File: src/rtl/core/spq_pkg.sv
// Shared types and codes for the sorted priority queue.
`default_nettype none

package spq_pkg;

	// Operation codes carried on the operation port
	localparam logic OP_INSERT = 1'b0;
	localparam logic OP_REMOVE = 1'b1;

	// Result status codes
	typedef enum logic [1:0] {
		ST_DONE  = 2'd0,
		ST_FULL  = 2'd1,
		ST_EMPTY = 2'd2
	} spq_status_t;

	// Command broadcast to every cell of the chain
	typedef struct packed {
		logic ins;
		logic rem;
	} spq_cmd_t;

endpackage

`default_nettype wire

File: src/rtl/core/spq_cell.sv
// One slot of the sorted chain: holds a key and trades it with its neighbors.
`default_nettype none

module spq_cell #(
	parameter int KEY_WIDTH = 32
) (
	input  wire                         clk,
	input  wire spq_pkg::spq_cmd_t      cmd,
	input  wire                         occupied,
	input  wire signed [KEY_WIDTH-1:0]  key,
	input  wire signed [KEY_WIDTH-1:0]  prev_entry,
	input  wire                         prev_gt,
	input  wire signed [KEY_WIDTH-1:0]  next_entry,
	output logic signed [KEY_WIDTH-1:0] entry,
	output logic                        gt
);

	logic signed [KEY_WIDTH-1:0] entry_q;

	// Flag slots that the new key goes in front of (free slots count too)
	assign gt    = !occupied || (key < entry_q);
	assign entry = entry_q;

	// Insert: the first flagged slot takes the key, later ones shift right.
	// Remove: every slot takes its right neighbor.
	always_ff @(posedge clk) begin
		if (cmd.ins && gt) begin
			entry_q <= prev_gt ? prev_entry : key;
		end else if (cmd.rem) begin
			entry_q <= next_entry;
		end
	end

endmodule

`default_nettype wire

File: src/rtl/core/sorted_priority_queue.sv
// Top level of the sorted priority queue: cell chain, count and result registers.
`default_nettype none

// Bounded min-priority queue held as a chain of CAPACITY cells in ascending
// order. Each word is an insert of value or a removal of the smallest entry.
// Every cell compares the broadcast key against its own entry in parallel,
// so busy stays low and a new word can be started every cycle. The result
// strobes on result_valid in the cycle after the word is accepted and holds
// for that cycle only; the receiver must take it then. Equal keys leave in
// arrival order. An insert into a full queue or a removal from an empty
// queue leaves the queue unchanged and is flagged in status. Values are
// wrapped to KEY_WIDTH bits as signed keys.
module sorted_priority_queue #(
	parameter int CAPACITY  = 16,
	parameter int KEY_WIDTH = 32
) (
	input  wire               clk,
	input  wire               arst_n,
	input  wire               start,
	output logic              busy,
	input  wire               operation,
	input  wire signed [31:0] value,
	output logic              result_valid,
	output logic signed [31:0] head_value,
	output logic              queue_empty,
	output logic [4:0]        entry_count,
	output logic [1:0]        status
);

	localparam int CW = $clog2(CAPACITY + 1);

	logic                        accept;
	logic                        is_full;
	logic                        is_empty;
	spq_pkg::spq_cmd_t           cmd;
	logic signed [KEY_WIDTH-1:0] key;
	logic signed [KEY_WIDTH-1:0] entries [CAPACITY];
	logic [CAPACITY-1:0]         gts;
	logic [CW-1:0]               count_q;
	logic                        result_valid_q;
	spq_pkg::spq_status_t        status_q;

	assign busy     = 1'b0;
	assign accept   = start && !busy;
	assign is_full  = (count_q == CW'(CAPACITY));
	assign is_empty = (count_q == '0);
	assign key      = KEY_WIDTH'(value);

	// Decode the word into a chain command; drop illegal ones
	assign cmd.ins = accept && (operation == spq_pkg::OP_INSERT) && !is_full;
	assign cmd.rem = accept && (operation == spq_pkg::OP_REMOVE) && !is_empty;

	// Build the chain
	for (genvar i = 0; i < CAPACITY; i++) begin : g_cell
		logic signed [KEY_WIDTH-1:0] prev_entry;
		logic                        prev_gt;
		logic signed [KEY_WIDTH-1:0] next_entry;

		if (i == 0) begin : g_first
			assign prev_entry = key;
			assign prev_gt    = 1'b0;
		end else begin : g_mid
			assign prev_entry = entries[i-1];
			assign prev_gt    = gts[i-1];
		end

		if (i == CAPACITY - 1) begin : g_last
			assign next_entry = '0;
		end else begin : g_inner
			assign next_entry = entries[i+1];
		end

		spq_cell #(
			.KEY_WIDTH(KEY_WIDTH)
		) u_cell (
			.clk       (clk),
			.cmd       (cmd),
			.occupied  (count_q > CW'(i)),
			.key       (key),
			.prev_entry(prev_entry),
			.prev_gt   (prev_gt),
			.next_entry(next_entry),
			.entry     (entries[i]),
			.gt        (gts[i])
		);
	end

	// Track the entry count and the result strobe
	always_ff @(posedge clk or negedge arst_n) begin
		if (!arst_n) begin
			count_q        <= '0;
			result_valid_q <= 1'b0;
			status_q       <= spq_pkg::ST_DONE;
		end else begin
			result_valid_q <= accept;
			if (cmd.ins) begin
				count_q <= count_q + CW'(1);
			end else if (cmd.rem) begin
				count_q <= count_q - CW'(1);
			end
			if (accept) begin
				if (operation == spq_pkg::OP_INSERT) begin
					status_q <= is_full ? spq_pkg::ST_FULL : spq_pkg::ST_DONE;
				end else begin
					status_q <= is_empty ? spq_pkg::ST_EMPTY : spq_pkg::ST_DONE;
				end
			end
		end
	end

	// Present the head of the chain
	assign result_valid = result_valid_q;
	assign queue_empty  = is_empty;
	assign entry_count  = 5'(count_q);
	assign status       = status_q;
	assign head_value   = is_empty ? 32'sd0 : 32'(entries[0]);

	// A legal insert grows the count by one
	a_ins_count: assert property (@(posedge clk) disable iff (!arst_n)
		cmd.ins |=> count_q == $past(count_q) + CW'(1))
		else $error("count did not grow on insert");

	// A remove on an empty queue reports the empty status
	a_rem_empty: assert property (@(posedge clk) disable iff (!arst_n)
		accept && (operation == spq_pkg::OP_REMOVE) && is_empty
		|=> result_valid && (status_q == spq_pkg::ST_EMPTY) && is_empty)
		else $error("empty remove misreported");

	// A result appears only in the cycle after an accepted word
	a_one_result: assert property (@(posedge clk) disable iff (!arst_n)
		result_valid |-> $past(accept))
		else $error("result without a word");

	// The two front entries stay in order
	a_sorted: assert property (@(posedge clk) disable iff (!arst_n)
		(count_q >= CW'(2)) |-> (entries[0] <= entries[1]))
		else $error("front of chain out of order");

endmodule

`default_nettype wire
File: config.mk
export PLATFORM = sky130hd
export DESIGN_NAME = sorted_priority_queue
export DESIGN_NICKNAME = d
export VERILOG_FILES = /design/src/rtl/core/spq_pkg.sv /design/src/rtl/core/spq_cell.sv /design/src/rtl/core/sorted_priority_queue.sv
export SDC_FILE = /design/constraint.sdc
export NUM_CORES = 2
export LEC_CHECK = 0
export BUFFER_PORTS_ARGS = -buffer_cell sky130_fd_sc_hd__buf_2
export CAP_MARGIN = 0
export CORE_MARGIN = 5
export CORE_UTILIZATION = 60
export CTS_CLUSTER_DIAMETER = 30
export DETAILED_ROUTE_END_ITERATION = 12
export PLACE_DENSITY = 0.77
export SETUP_SLACK_MARGIN = 0.4
export SLEW_MARGIN = 20
export SYNTH_ARGS = -nofsm -noshare
export SYNTH_HDL_FRONTEND = slang
export SYNTH_HIERARCHICAL = 1
export SYNTH_SLANG_ARGS = --single-unit
File: constraint.sdc
create_clock -name clk -period 6.2 [get_ports clk]
set_clock_uncertainty 0.15 [all_clocks]
set_input_delay 1.24 -clock clk [delete_from_list [all_inputs] [get_ports clk]]
set_output_delay 1.24 -clock clk [all_outputs]
set_load 0.005 [all_outputs]
Yosys cells after proc, flatten, opt, wreduce, memory -nomap -nowiden
Cells that the tools add are included.

storage, ports and cells
  logic and storage cells = 180
  output and inout port bits = 42
  flip-flop bits (word level) = 520
  input port bits = 36

operators by class
  reduce and logical (&&, ||, !) cells = 72
  bitwise operators = 1
  $add $sub $neg = 2
  equal/unequal tests = 1
  mux-type cells = 53
  magnitude comparators = 32

operators by type and width
  kind                 count
  $mux 32              48
  $lt 32x32->1         16
  $gt 5x4->1 const B   8
  $reduce_bool 2->1    17
  $gt 5x3->1 const B   4
  $logic_and 1x1->1    20
  $logic_not 1->1      18
  $logic_or 1x1->1     16
  $gt 5x1->1 const B   2
  $gt 5x2->1 const B   2
  $mux 5               2
  $add 5x1->5 const B  1
  $eq 5x5->1 const B   1
  $logic_not 5->1      1
  $sub 5x1->5 const B  1
  $mux 2               2
  $mux 1               1
  $not 1->1            1

Longest topological paths before layout
  word-level depth = 5
  mapped depth = 12
  mapped depth without buffers = 10

Hierarchy
Netlist, hierarchy kept.

by module, submodules not included
  module                 cells an instance  instances  seq. area each (µm²)  area each (µm²)
  spq_cell               223                16         960.9                 2777.7
  sorted_priority_queue  124                1          200.2                 960.9

Least setup slack after synthesis
Ideal clock, no wire load.

  kind = input to register
  start = in value[1]
  end = reg g_cell[10].u_cell.entry_q[10], data pin
  setup time = 0.260 ns
  cell stages on the path = 9
  path buffers = 2
  arrival = 3.738 ns
  setup slack = 2.052 ns
  data required time = 5.790 ns
  cell sequence = ha_1 -> a2111oi_4 -> a2111oi_1 -> o31a_4 -> o311ai_0 -> clkbuf_1 -> clkbuf_1 -> mux2_2 -> mux2_4

on the way
  word-level cells in the longest chain between the ends = 4
  elaborated cells between the ends (all ways) = 7
  those cells by class = 2 x order compare; 2 x mux; 3 x reduce/logical

ends and longest elaborated chain
  what                    line                         text
  from (decl)             sorted_priority_queue.sv:22  input wire signed [31:0] value,
  $lt 32x32->1            spq_cell.sv:21               assign gt = !occupied || (key < entry_q);
  $logic_or 1x1->1        spq_cell.sv:21
  via g_cell[10].prev_gt  sorted_priority_queue.sv:56  logic prev_gt;
  $mux 32                 spq_cell.sv:28               entry_q <= prev_gt ? prev_entry : key;
  $mux 32                 spq_cell.sv:27               if (cmd.ins && gt) begin
  to (signal assigned)    spq_cell.sv:28
  to (signal assigned)    spq_cell.sv:30               entry_q <= next_entry;
  to (decl)               spq_cell.sv:18               logic signed [KEY_WIDTH-1:0] entry_q;

The timed path passes the listed nets, and every way through them passes these cells.
A chain may end at the register's enable or synchronous reset.

==> flow_metrics.py <==
metrics = {
    "floorplan": {
        "rows": 100,
        "dieArea_um2": 81200,
        "die_w_um": 285,
        "start_util_pct": 60.8,
        "die_h_um": 285,
        "core_um2": 74700,
        "pin_count": 78,
    },
    "power": {
        "power_density_nw_per_um2": 452,
        "p_leak_nw": 22.3,
        "max-vdd-ir-drop_v": 0.000330,
    },
    "timing": {
        "grt_setup_unrepaired": "no",
        "fmax_ghz": 0.210,
        "worst_pin_slew_ps": 1180,
        "slew_viol_final": 0,
        "finalSetupViolCount": 0,
        "setup_tns_ps": 0,
        "slew-limit-headroom_pct": 20.3,
        "period_share_pct": 76.9,
        "finalHoldViolCount": 0,
        "period_minus_slack_ps": 4770,
    },
    "synthesis": {
        "synth_cells": 3689,
        "syn_area_um2": 45400,
        "avgSynthCellArea_um2": 12.3,
        "synth_warnings": 6,
    },
    "clock_tree": {
        "cts_hold_buf": 0,
        "cts_resized": 0,
        "htreeDepth": 4,
        "path_clk_slew_ps": 40,
        "cts_tree": "built",
        "postCtsSetupRepairBufs": 0,
        "clock_latency_ps": 710,
        "cts_num_sinks": 520,
        "cts_made_buffers": 143,
        "clock_path_buffers": 3,
        "cts_root_buf": "clkbuf_16",
    },
    "place": {
        "place_area_um2": 46200,
        "placed_cells": 4680,
        "gp_congestion": 0.854,
        "dp_hpwl_um": 75400,
        "portBuffers": 76,
    },
    "global_route": {
        "grt_use_total_pct": 24.0,
        "grt_pass1_vias": 30800,
        "antenna_found_initial": 4,
        "grt.overflow.total": 0,
        "grt_pass1_wl_um": 160000,
        "grt_max_degree": 38,
    },
    "cells_and_area": {
        "fin_util_pct": 68.2,
        "drive_above_1_share_pct": 37.7,
        "stdcell_count": 4944,
        "final_cell_area_um2": 51000,
        "nets": 4394,
        "area_growth_pct": 12.3,
    },
    "hold_path": {
        "hold_class": "input pin to async pin",
    },
    "setup_path": {
        "end_kind": "flip-flop",
        "cp-start-kind": "flip-flop",
        "arrival_ps": 5050,
        "critPathKind": "flip-flop to flip-flop",
        "crit_required_ps": 6480,
        "critPathMaxFanout": 21,
    },
    "routing": {
        "antenna_left": 0,
        "dr.first_iter.drc_count": 1605,
        "drt_pass1_iterations": 5,
        "viasPerCell": 5.87,
        "wl_per_cell_um": 20.1,
        "via_count": 29000,
        "drcViolationCount": 0,
        "finalWirelength_um": 99400,
    },
    "run_status": {
        "status": "complete, no violations",
    },
    "job": {
        "maxCapViolations": 0,
    },
}
## path summary, 6_finish.rpt
path	from	endpoint	slack, ps	cells after the start
setup / recovery	entry_count[0]$_DFFE_PN0P_	g_cell[7].u_cell/entry[1]$_DFFE_PP_	1430	10
hold / removal	arst_n	entry_count[4]$_DFFE_PN0P_	300	1
setup reg to reg	entry_count[0]$_DFFE_PN0P_	g_cell[7].u_cell/entry[1]$_DFFE_PP_	1430	10
hold reg to reg	status[0]$_DFFE_PN0P_	status[0]$_DFFE_PN0P_	380	2
max in group asynchronous	arst_n	result_valid$_DFF_PN0_	5330	1
min in group clk	status[0]$_DFFE_PN0P_	status[0]$_DFFE_PN0P_	380	2
## per-layer routing
metal / vias up / share of wire [%] / global-route usage (%)
li1: 14000 / - / -
met1: 14100 / 43 / 29.3
met2: 607 / 49 / 42.3
met3: 240 / 3.4 / 3.31
met4: 0 / 3.9 / 10.8
met5: - / 0 / 0
## state kept, by name, summed over array words and instances (netlist names)
| register | cells |
|---|---|
| entry_count | 5 |
| g_cell.u_cell/entry | 512 |
| result_valid | 1 |
| status | 2 |
## stage by stage
step / total power, mW / worst slack, ps / hold slack, ps
2_1_floorplan: 13.9 / 2050 / 376
3_3_place_gp: 15.3 / 1280 / 371
3_5_place_dp: 15.7 / 1260 / 376
4_1_cts: 23.2 / 1490 / 239
5_1_grt: 24.3 / 1180 / 280
6_report: 23.0 / 1430 / 295
## report_power, final
part           switching, mW  total [mW]  internal (mW)
Sequential             0.911        6.38           5.47
Combinational           4.31        9.41           5.10
Clock                   2.17        7.26           5.09
## layout make-up
type,instances,area (µm²)
multi-input cells,2495,26600
fillers,5308,23700
flip-flops and latches,520,15600
clock buffers,177,3770
inverters,586,2210
well taps,969,1210
clock inverters,83,993
repair buffers,110,636
diodes,4,10.0
## layout by cell type (no fill, tap or decap), types with 17 or more instances in the layout
master,n
inv_1,585
mux2_2,560
edfxtp_1,512
ha_1,502
mux2_4,464
a21oi_1,178
nand2_1,168
clkbuf_16,146
o21ai_0,77
buf_2,76
nand4_1,64
nor2_1,36
conb_1,34
buf_4,34
and2_1,32
a21o_1,32
clkinv_1,31
clkbuf_1,31
bufinv_16,20
a31oi_1,19
o22ai_1,19
nand2b_1,18
or2_2,17
## critical path, stage by stage (launching register included)
cell and delay (ps):
dfrtp_1 670, inv_1 200, ha_1 300, and4bb_1 290
or2_2 380, inv_1 580, inv_1 240, nand4bb_2 320
o221ai_4 510, buf_4 470, mux2_2 390
(Power assumes the default switching activity.)
